`src/design/crcfr_pkg.sv`:
```
// Shared types, codes and constants of the CRC checked frame receiver.
package crcfr_pkg;

    // Default payload buffer size in bytes
    localparam int unsigned MAX_PAYLOAD_DEF = 256;

    // Store address field wide enough for the largest legal buffer
    localparam int unsigned ADDR_W = 16;

    // Depth of the word queue between parser and store
    localparam int unsigned QUEUE_DEPTH = 4;
    localparam int unsigned QPTR_W      = $clog2(QUEUE_DEPTH);
    localparam int unsigned QCNT_W      = $clog2(QUEUE_DEPTH + 1);

    // Configuration register indexes
    localparam logic [1:0] CFG_HEAD_FIRST  = 2'd0;
    localparam logic [1:0] CFG_HEAD_SECOND = 2'd1;
    localparam logic [1:0] CFG_TAIL_FIRST  = 2'd2;
    localparam logic [1:0] CFG_TAIL_SECOND = 2'd3;

    localparam logic [7:0] HEAD_FIRST_RST  = 8'hA5;
    localparam logic [7:0] HEAD_SECOND_RST = 8'h06;
    localparam logic [7:0] TAIL_FIRST_RST  = 8'hB6;
    localparam logic [7:0] TAIL_SECOND_RST = 8'h07;

    localparam logic [15:0] CRC_INIT = 16'hFFFF;
    localparam logic [15:0] CRC_POLY = 16'hA001;

    // Discovery string, reported as a probe instead of a delivery
    localparam int unsigned PROBE_LEN = 21;
    localparam int unsigned PROBE_IW  = $clog2(PROBE_LEN);
    localparam logic [7:0] PROBE_TEXT [PROBE_LEN] = '{
        8'h5B, 8'h41, 8'h72, 8'h65, 8'h20, 8'h79, 8'h6F, 8'h75, 8'h20, 8'h61, 8'h6E,
        8'h20, 8'h65, 8'h6D, 8'h75, 8'h61, 8'h72, 8'h74, 8'h3F, 8'h3F, 8'h5D
    };

    typedef enum logic [2:0] {
        ST_ABSORBED  = 3'd0,
        ST_HEAD_BAD  = 3'd1,
        ST_GOOD      = 3'd2,
        ST_CHECK_BAD = 3'd3,
        ST_PROBE     = 3'd4,
        ST_LEN_BAD   = 3'd5
    } status_t;

    // One word of work for the store side
    typedef struct packed {
        logic              rd_en;   // read inside the buffer
        logic              wr_en;   // payload byte to store
        logic [ADDR_W-1:0] addr;
        logic [7:0]        wdata;
        status_t           status;
        logic [8:0]        plen;
    } queue_entry_t;

    // CRC-16/MODBUS update by one byte, reflected
    function automatic logic [15:0] crc16_byte(input logic [15:0] crc, input logic [7:0] b);
        logic [15:0] c;
        c = crc ^ {8'h00, b};
        for (int k = 0; k < 8; k++) begin
            if (c[0])
                c = (c >> 1) ^ CRC_POLY;
            else
                c = c >> 1;
        end
        return c;
    endfunction

endpackage

```
`src/design/crcfr_front.sv`:
```
// Frame parser: takes words, tracks frame position, checks CRC and tail.
module crcfr_front #(
    parameter int unsigned MAX_PAYLOAD = crcfr_pkg::MAX_PAYLOAD_DEF
) (
    input  logic                   clk,
    input  logic                   rst_n,
    input  logic                   s_tvalid,
    output logic                   s_tready,
    input  logic [15:0]            s_tdata,
    input  logic                   s_tuser,
    input  logic                   cfg_valid,
    output logic                   cfg_ready,
    input  logic [1:0]             cfg_index,
    input  logic [7:0]             cfg_data,
    output logic                   push_valid,
    input  logic                   push_ready,
    output crcfr_pkg::queue_entry_t push_entry
);
    import crcfr_pkg::*;

    localparam int unsigned PW      = $clog2(MAX_PAYLOAD + 8);
    localparam logic [16:0] MAX_LEN = 17'(MAX_PAYLOAD);

    logic [7:0]    head0_reg, head1_reg, tail0_reg, tail1_reg;
    logic [PW-1:0] pos_reg, pos_next;
    logic [15:0]   len_reg, len_next;
    logic [15:0]   crc_reg, crc_next;
    logic [23:0]   trl_reg, trl_next;
    logic          probe_reg, probe_next;

    logic                accept;
    logic [7:0]          rx_b;
    logic [7:0]          ridx;
    logic [16:0]         pos_ext;
    logic [16:0]         len_ext;
    logic [15:0]         len_full;
    logic [ADDR_W-1:0]   pay_addr;
    logic [PROBE_IW-1:0] probe_idx;
    logic                probe_hit;
    logic                frame_ok;

    assign rx_b      = s_tdata[7:0];
    assign ridx      = s_tdata[15:8];
    assign s_tready  = push_ready;
    assign push_valid = s_tvalid;
    assign accept    = s_tvalid && push_ready;
    assign cfg_ready = 1'b1;

    assign pos_ext   = 17'(pos_reg);
    assign len_ext   = {1'b0, len_reg};
    assign len_full  = {len_reg[15:8], rx_b};
    assign pay_addr  = ADDR_W'(pos_ext - 17'd4);
    assign probe_idx = (pay_addr < ADDR_W'(PROBE_LEN)) ? pay_addr[PROBE_IW-1:0] : '0;
    assign probe_hit = (pay_addr < ADDR_W'(PROBE_LEN)) && (PROBE_TEXT[probe_idx] == rx_b);
    assign frame_ok  = (trl_reg[23:16] == crc_reg[15:8]) && (trl_reg[15:8] == crc_reg[7:0])
                       && (trl_reg[7:0] == tail0_reg) && (rx_b == tail1_reg);

    always_comb
    begin
        pos_next   = pos_reg;
        len_next   = len_reg;
        crc_next   = crc_reg;
        trl_next   = trl_reg;
        probe_next = probe_reg;

        push_entry.rd_en  = s_tuser && ({9'd0, ridx} < MAX_LEN);
        push_entry.wr_en  = 1'b0;
        push_entry.addr   = s_tuser ? {{(ADDR_W-8){1'b0}}, ridx} : pay_addr;
        push_entry.wdata  = rx_b;
        push_entry.status = ST_ABSORBED;
        push_entry.plen   = '0;

        if (!s_tuser) begin
            if (pos_reg == PW'(0)) begin
                if (rx_b == head0_reg) begin
                    pos_next = PW'(1);
                    len_next = '0;
                    crc_next = CRC_INIT;
                    trl_next = '0;
                    probe_next = 1'b1;
                end else begin
                    push_entry.status = ST_HEAD_BAD;
                end
            end else if (pos_reg == PW'(1)) begin
                if (rx_b == head1_reg) begin
                    pos_next = PW'(2);
                end else begin
                    pos_next = '0;
                    len_next = '0;
                    crc_next = CRC_INIT;
                    trl_next = '0;
                    probe_next = 1'b1;
                    push_entry.status = ST_HEAD_BAD;
                end
            end else if (pos_reg == PW'(2)) begin
                len_next = {rx_b, 8'h00};
                pos_next = PW'(3);
            end else if (pos_reg == PW'(3)) begin
                if (len_full == 16'd0 || {1'b0, len_full} > MAX_LEN) begin
                    pos_next = '0;
                    len_next = '0;
                    crc_next = CRC_INIT;
                    trl_next = '0;
                    probe_next = 1'b1;
                    push_entry.status = ST_LEN_BAD;
                end else begin
                    len_next = len_full;
                    pos_next = PW'(4);
                end
            end else if (pos_ext < len_ext + 17'd4) begin
                // payload byte: store it, fold into CRC, track the probe text
                push_entry.wr_en = 1'b1;
                crc_next = crc16_byte(crc_reg, rx_b);
                if (!probe_hit)
                    probe_next = 1'b0;
                pos_next = pos_reg + PW'(1);
            end else if (pos_ext < len_ext + 17'd7) begin
                trl_next = {trl_reg[15:0], rx_b};
                pos_next = pos_reg + PW'(1);
            end else begin
                if (frame_ok) begin
                    if (len_reg == 16'(PROBE_LEN) && probe_reg) begin
                        push_entry.status = ST_PROBE;
                    end else begin
                        push_entry.status = ST_GOOD;
                        push_entry.plen   = len_reg[8:0];
                    end
                end else begin
                    push_entry.status = ST_CHECK_BAD;
                end
                pos_next = '0;
                len_next = '0;
                crc_next = CRC_INIT;
                trl_next = '0;
                probe_next = 1'b1;
            end
        end
    end

    always_ff @(posedge clk or negedge rst_n)
    begin
        if (!rst_n) begin
            pos_reg   <= '0;
            len_reg   <= '0;
            crc_reg   <= CRC_INIT;
            trl_reg   <= '0;
            probe_reg <= 1'b1;
        end else if (accept) begin
            pos_reg   <= pos_next;
            len_reg   <= len_next;
            crc_reg   <= crc_next;
            trl_reg   <= trl_next;
            probe_reg <= probe_next;
        end
    end

    always_ff @(posedge clk or negedge rst_n)
    begin
        if (!rst_n) begin
            head0_reg <= HEAD_FIRST_RST;
            head1_reg <= HEAD_SECOND_RST;
            tail0_reg <= TAIL_FIRST_RST;
            tail1_reg <= TAIL_SECOND_RST;
        end else if (cfg_valid) begin
            case (cfg_index)
                CFG_HEAD_FIRST:  head0_reg <= cfg_data;
                CFG_HEAD_SECOND: head1_reg <= cfg_data;
                CFG_TAIL_FIRST:  tail0_reg <= cfg_data;
                CFG_TAIL_SECOND: tail1_reg <= cfg_data;
                default:         head0_reg <= head0_reg;
            endcase
        end
    end

endmodule

```
`src/design/crcfr_queue.sv`:
```
// Short word queue between the frame parser and the store side.
module crcfr_queue (
    input  logic                    clk,
    input  logic                    rst_n,
    input  logic                    push_valid,
    output logic                    push_ready,
    input  crcfr_pkg::queue_entry_t push_entry,
    output logic                    pop_valid,
    input  logic                    pop_ready,
    output crcfr_pkg::queue_entry_t pop_entry
);
    import crcfr_pkg::*;

    queue_entry_t      slot_reg [QUEUE_DEPTH];
    logic [QPTR_W-1:0] wr_ptr_reg, rd_ptr_reg;
    logic [QCNT_W-1:0] count_reg, count_next;
    logic              push, pop;

    assign push_ready = (count_reg != QCNT_W'(QUEUE_DEPTH));
    assign pop_valid  = (count_reg != '0);
    assign pop_entry  = slot_reg[rd_ptr_reg];
    assign push       = push_valid && push_ready;
    assign pop        = pop_valid && pop_ready;

    always_comb
    begin
        count_next = count_reg;
        if (push && !pop)
            count_next = count_reg + QCNT_W'(1);
        else if (pop && !push)
            count_next = count_reg - QCNT_W'(1);
    end

    always_ff @(posedge clk or negedge rst_n)
    begin
        if (!rst_n) begin
            wr_ptr_reg <= '0;
            rd_ptr_reg <= '0;
            count_reg  <= '0;
        end else begin
            if (push)
                wr_ptr_reg <= wr_ptr_reg + QPTR_W'(1);
            if (pop)
                rd_ptr_reg <= rd_ptr_reg + QPTR_W'(1);
            count_reg <= count_next;
        end
    end

    always_ff @(posedge clk)
    begin
        if (push)
            slot_reg[wr_ptr_reg] <= push_entry;
    end

endmodule

```
`src/design/crcfr_back.sv`:
```
// Store side: payload buffer writes and reads in word order, result register.
module crcfr_back #(
    parameter int unsigned MAX_PAYLOAD = crcfr_pkg::MAX_PAYLOAD_DEF
) (
    input  logic                    clk,
    input  logic                    rst_n,
    input  logic                    pop_valid,
    output logic                    pop_ready,
    input  crcfr_pkg::queue_entry_t pop_entry,
    output logic                    m_tvalid,
    input  logic                    m_tready,
    output logic [23:0]             m_tdata
);
    import crcfr_pkg::*;

    localparam int unsigned AW = $clog2(MAX_PAYLOAD);

    logic [7:0] store_mem [MAX_PAYLOAD];

    logic       out_valid_reg, out_valid_next;
    status_t    status_reg;
    logic [8:0] plen_reg;
    logic       rd_en_reg;
    logic [7:0] rd_data_reg;
    logic       advance;
    logic       pop_fire;
    logic [AW-1:0] mem_addr;
    logic [7:0] read_data;

    assign advance   = !out_valid_reg || m_tready;
    assign pop_ready = advance;
    assign pop_fire  = pop_valid && advance;
    assign mem_addr  = pop_entry.addr[AW-1:0];
    assign out_valid_next = advance ? pop_valid : out_valid_reg;

    always_ff @(posedge clk or negedge rst_n)
    begin
        if (!rst_n)
            out_valid_reg <= 1'b0;
        else
            out_valid_reg <= out_valid_next;
    end

    always_ff @(posedge clk)
    begin
        if (pop_fire) begin
            if (pop_entry.wr_en)
                store_mem[mem_addr] <= pop_entry.wdata;
            rd_data_reg <= store_mem[mem_addr];
            status_reg  <= pop_entry.status;
            plen_reg    <= pop_entry.plen;
            rd_en_reg   <= pop_entry.rd_en;
        end
    end

    assign read_data = rd_en_reg ? rd_data_reg : 8'h00;
    assign m_tvalid  = out_valid_reg;
    assign m_tdata   = {4'h0, read_data, plen_reg, status_reg};

endmodule

```
`src/design/crc_checked_frame_receiver_top.sv`:
```
// Top level of the CRC checked frame receiver.
//
// Input stream (s_*): one word per received UART byte or per buffer read.
// s_tuser = 0 carries a received byte in s_tdata[7:0]; s_tuser = 1 asks
// for the stored payload byte at s_tdata[15:8]. Frames are two head bytes,
// a big-endian length, the payload, a big-endian CRC-16/MODBUS of the
// payload and two tail bytes. Every input word gives exactly one result.
// Output stream (m_*): status, payload length of a good frame and the read
// byte (zero unless the word was an in-range read).
// Configuration channel (cfg_*): writes head and tail bytes by index; it is
// always ready and is meant to be used while no words are in flight.
// A result passes through the queue and the result register before it shows
// on m_tvalid. Throughput: one word per cycle while the queue is not full;
// the parser updates its frame state for each byte and the buffer takes one
// access per cycle while the result register can advance.
// Stall: a four-word queue and the result register absorb a stalled
// receiver; s_tready drops once the queue is full.
// Reset: head/tail bytes return to defaults, the parser hunts for a head,
// the queue and result register empty; buffer contents stay undefined.
module crc_checked_frame_receiver_top #(
    parameter int unsigned MAX_PAYLOAD = crcfr_pkg::MAX_PAYLOAD_DEF
) (
    input  logic        clk,
    input  logic        rst_n,
    input  logic        s_tvalid,
    output logic        s_tready,
    input  logic [15:0] s_tdata,   // [7:0] rx_byte, [15:8] read_index
    input  logic        s_tuser,   // [0] mode
    output logic        m_tvalid,
    input  logic        m_tready,
    output logic [23:0] m_tdata,   // [2:0] status, [11:3] payload_length,
                                   // [19:12] read_data, [23:20] zero
    input  logic        cfg_valid,
    output logic        cfg_ready,
    input  logic [1:0]  cfg_index,
    input  logic [7:0]  cfg_data
);
    import crcfr_pkg::*;

    queue_entry_t push_entry, pop_entry;
    logic         push_valid, push_ready;
    logic         pop_valid, pop_ready;

    // Parse and classify each word
    crcfr_front #(.MAX_PAYLOAD(MAX_PAYLOAD)) u_front (
        .clk        (clk),
        .rst_n      (rst_n),
        .s_tvalid   (s_tvalid),
        .s_tready   (s_tready),
        .s_tdata    (s_tdata),
        .s_tuser    (s_tuser),
        .cfg_valid  (cfg_valid),
        .cfg_ready  (cfg_ready),
        .cfg_index  (cfg_index),
        .cfg_data   (cfg_data),
        .push_valid (push_valid),
        .push_ready (push_ready),
        .push_entry (push_entry)
    );

    // Decouple parser from store side
    crcfr_queue u_queue (
        .clk        (clk),
        .rst_n      (rst_n),
        .push_valid (push_valid),
        .push_ready (push_ready),
        .push_entry (push_entry),
        .pop_valid  (pop_valid),
        .pop_ready  (pop_ready),
        .pop_entry  (pop_entry)
    );

    // Apply buffer accesses in order and hold the result
    crcfr_back #(.MAX_PAYLOAD(MAX_PAYLOAD)) u_back (
        .clk       (clk),
        .rst_n     (rst_n),
        .pop_valid (pop_valid),
        .pop_ready (pop_ready),
        .pop_entry (pop_entry),
        .m_tvalid  (m_tvalid),
        .m_tready  (m_tready),
        .m_tdata   (m_tdata)
    );

endmodule

```
`config.mk`:
```
export PLATFORM = sky130hd
export DESIGN_NAME = crc_checked_frame_receiver_top
export DESIGN_NICKNAME = d
export VERILOG_FILES = /design/src/design/crcfr_pkg.sv /design/src/design/crcfr_front.sv /design/src/design/crcfr_queue.sv /design/src/design/crcfr_back.sv /design/src/design/crc_checked_frame_receiver_top.sv
export SDC_FILE = /design/constraint.sdc
export NUM_CORES = 2
export LEC_CHECK = 0
export BUFFER_PORTS_ARGS = -buffer_cell sky130_fd_sc_hd__buf_2
export CORE_MARGIN = 4
export CORE_UTILIZATION = 57
export CTS_CLUSTER_SIZE = 16
export DETAILED_ROUTE_END_ITERATION = 6
export PLACE_DENSITY_LB_ADDON = 0.12
export SYNTH_ARGS = -nofsm -noshare
export SYNTH_HDL_FRONTEND = slang
export SYNTH_SLANG_ARGS = --single-unit
```
`constraint.sdc`:
```
create_clock -name clk -period 4.2 [get_ports clk]
set_input_delay 0.63 -clock clk [delete_from_list [all_inputs] [get_ports clk]]
set_output_delay 0.63 -clock clk [all_outputs]
set_load 0.1 [all_outputs]
```
==> flow_summary.ini <==
[status]
status = finished, violations left
violations = negative setup slack

[cts]
clock_latency_ns = 0.89
cts_tree = yes
cts.sinks = 2295
numCtsBuffers = 224
cts.reportedPaths.clkPinSlew_ns = 0.06
h-tree-depth = 4
clockBufferDepth = 3
clock-root-buffer = clkbuf_16

[finish]
layoutNonFillerInstCount = 8732
seq_area_um2 = 68400
multi_input_area_um2 = 22500
design_area_um2 = 107000
nNetsFinal = 6455
largest_reg_flops = 2048
drive_above_1_share_pct = 22.5
syn2layout_area_growth_pct = 16.1
utilization_pct = 66.8
fill_cells = 11100

[place]
hpwlAfterDp_um = 192000
postPlaceCellArea_um2 = 100000
port_buffers = 53
placedCellCount = 8301
routabilityCongestion = 0.987

[worst_setup_path]
critPathKind = reg -> reg
crit_start = u_queue.rd_ptr_reg[0]$_DFFE_PN0P_
crit_arrival_ns = 5.05
slowest_stage = nor2_1
r2r-end = u_back.rd_data_reg[7]$_DFFE_PP_
r2r_setup_slack_ns = -0.10
crit_path_cell_trace = buf_12, mux4_2, buf_4, nand2_1, buf_4, nor2_1, a31oi_1, nand4_1, o21ai_0, a21oi_1, or4_1
crit_top_cell = buf_4
cp-end-kind = flip-flop
setup.worst_path.start_class = flip-flop
path_max_fanout = 15
reg2reg_depth = 11
cp_data_required_time_ns = 4.94
cpPeakStageDelay_ns = 1.03
r2r_start = u_queue.rd_ptr_reg[0]$_DFFE_PN0P_
crit_end = u_back.rd_data_reg[7]$_DFFE_PP_

[power]
p_per_area_nw_per_um2 = 803
combPwrFrac_pct = 42.0
switching_power_mw = 33.8
irDropWorstVdd_mv = 0.859
seq_power_share_pct = 35.6
p_int_mw = 52.5
switching_share_pct = 39.1
p_leak_nw = 36.7
power.share.clock_pct = 22.4
total_power_mw = 86.3

[sta]
fmax_mhz = 232
rsz0062_at_grt = yes
finalClockSkew_ns = 0.0333
slew_headroom_pct = 7.21
fin_crit_sh_pct = 102
worst_pin_slew_ns = 1.39
hold_viol_final = 0
fin_ws_ns = -0.104
slew_violations = 0
setup_viol = 4
period_needed_ns = 4.30

[logic_synthesis]
ys_seq_elements = 2295
synth-async-reset-ratio_pct = 4.62
synth_compound_area_share_pct = 4.69
yosys_warnings = 0
syn_area_per_cell_um2 = 16.1
synth_fa_ha_area_share_pct = 0.589
synth_edf_count = 2189
synthCells = 5742
yosysUniqueCellTypes = 85
synthFlopType = edfxtp_1
muxShareOfSynthArea_pct = 8.95
synth_top_family_by_area = multiplexers
synth_area_um2 = 92600
synthSimpleGateAreaFrac_pct = 8.83
seq_area_frac_synth_pct = 73.9
synth_xor_area_share_pct = 0.965

[die]
start_util_pct = 57.5
die-area_um2 = 169000
die_w_um = 411
ios = 59
core_region_area_um2 = 161000
dieHeight_um = 411
rows = 147

[detailed_routing]
drc = 0
via_per_inst = 6.54
avgRoutedWirePerCell_um = 32.8
drt_iter0_markers = 8715
vias = 57100
drtPass1Iterations = 6
drt-total-wl_um = 287000
detail-route-antenna-nets = 0

[global_route]
grt.total_usage_pct = 33.9
grt_pass1_wl_um = 405000
antenna_found_initial = 6
grt_max_degree = 153
overflow = 0
grt_pass1_vias = 54500

[worst_hold_path]
hold_depth = 2
hp-class = in -> reg

[job]
maxCapViolCount = 0
-- placed cells by master, fill, tap and decap left out, drive strengths merged, types with 75 or more instances in the layout --
master and count:
clkinv 113, a31oi 76, buf 759, xnor2 75, a21oi 77, nand4 85
clkbuf 271, edfxtp 2189, mux4 284, nand2 907, mux2i 144, nor2 355
nand3 199, a311oi 85, dfrtp 75, and3 97
-- per-layer routing --
layer  vias up  global-route usage (%)  routed length, um
met1     29100                    47.1             108000
met4         6                    15.8              16000
met3       690                    8.00              32300
met5         -                   0.431                126
li1      23600                       -                  -
met2      3697                    51.5             131000
-- cell usage after synthesis, types with 48 or more instances --
cell      count  area share [%]
nand2_1     907             3.7
nand4_1      85            0.57
mux2i_1     144             1.6
a311oi_1     85            0.80
mux4_2      276             6.7
xnor2_1      75            0.71
nor2_1      352             1.4
a21oi_1      77            0.42
inv_1        48            0.19
buf_2       105            0.57
edfxtp_1   2189              71
and3_1       97            0.66
clkbuf_1    156            0.63
nand3_1     199             1.1
dfrtp_1      75             2.0
a32oi_1      54            0.51
a31oi_1      76            0.51
-- power groups by stage --
stage	combinational [mW]	clock (mW)	sequential (mW)
global placement	34.6	0	31.1
finish	36.2	19.4	30.7
global route	37.4	20.5	30.7
detailed placement	34.9	0	31.1
floorplan	18.0	0	31.8
CTS	35.2	19.5	30.7
-- worst max-delay path, delay by kind of cell (launching register included) --
family | cells | cell delay [ns]
AO/OA/AOI/OAI | 3 | 0.87
buffers and inverters | 3 | 0.67
flip-flops | 1 | 0.48
multiplexers | 1 | 0.48
AND/OR/NAND/NOR | 4 | 1.66
-- final cells by class --
class,count,area share (%)
Sequential cell,2295,63.7
Multi-Input combinational cell,3048,21.0
Timing Repair Buffer,762,6.07
Clock buffer,270,5.42
Tap cell,2160,2.52
Clock inverter,143,1.14
Inverter,49,0.171
Antenna cell,5,0.0116
-- logic make-up (layout without fill, tap and decap cells) --
group | after synthesis | count (layout)
AO/OA/AOI/OAI | 589 | 589
XOR/XNOR | 102 | 102
adder cells (fa/ha/maj) | 43 | 43
buffers and inverters | 403 | 1224
flip-flops | 2295 | 2295
multiplexers | 466 | 467
other | 2 | 10
AND/OR/NAND/NOR | 1842 | 1842
-- per-stage QoR --
step	hold slack (ns)	setup WS, ns	TNS [ns]
2_1_floorplan	0.334	0.0435	0
3_3_place_gp	0.481	-0.226	-1.00
3_5_place_dp	0.488	-0.298	-1.35
4_1_cts	0.00670	0.00282	0
5_1_grt	0.0431	-0.00953	-0.0103
6_report	0.0556	-0.104	-0.187
-- worst min-delay path by stage --
stage                                       end                              from
4_1_cts        u_front.head1_reg[6]$_DFFE_PN0P_                       cfg_data[6]
2_1_floorplan       u_back.m_tvalid$_DFFE_PN0N_                             rst_n
5_1_grt        u_front.tail1_reg[6]$_DFFE_PN0P_                       cfg_data[6]
6_report       u_front.head0_reg[3]$_DFFE_PN0P_                       cfg_data[3]
3_3_place_gp    u_front.trl_reg[17]$_DFFE_PN0P_   u_front.trl_reg[17]$_DFFE_PN0P_
3_5_place_dp   u_queue.count_reg[2]$_DFFE_PN0P_  u_queue.count_reg[2]$_DFFE_PN0P_
-- what timing repair did --
item	in CTS	in global routing
setup buffers	6	3
endpoints found under the setup margin	6	7
cloned	0	2
resized for setup	14	22
hold buffers	2	0
pin swaps	1	5
hold endpoints to repair	32	0
Note: power is estimated with default switching activity, not from simulation.
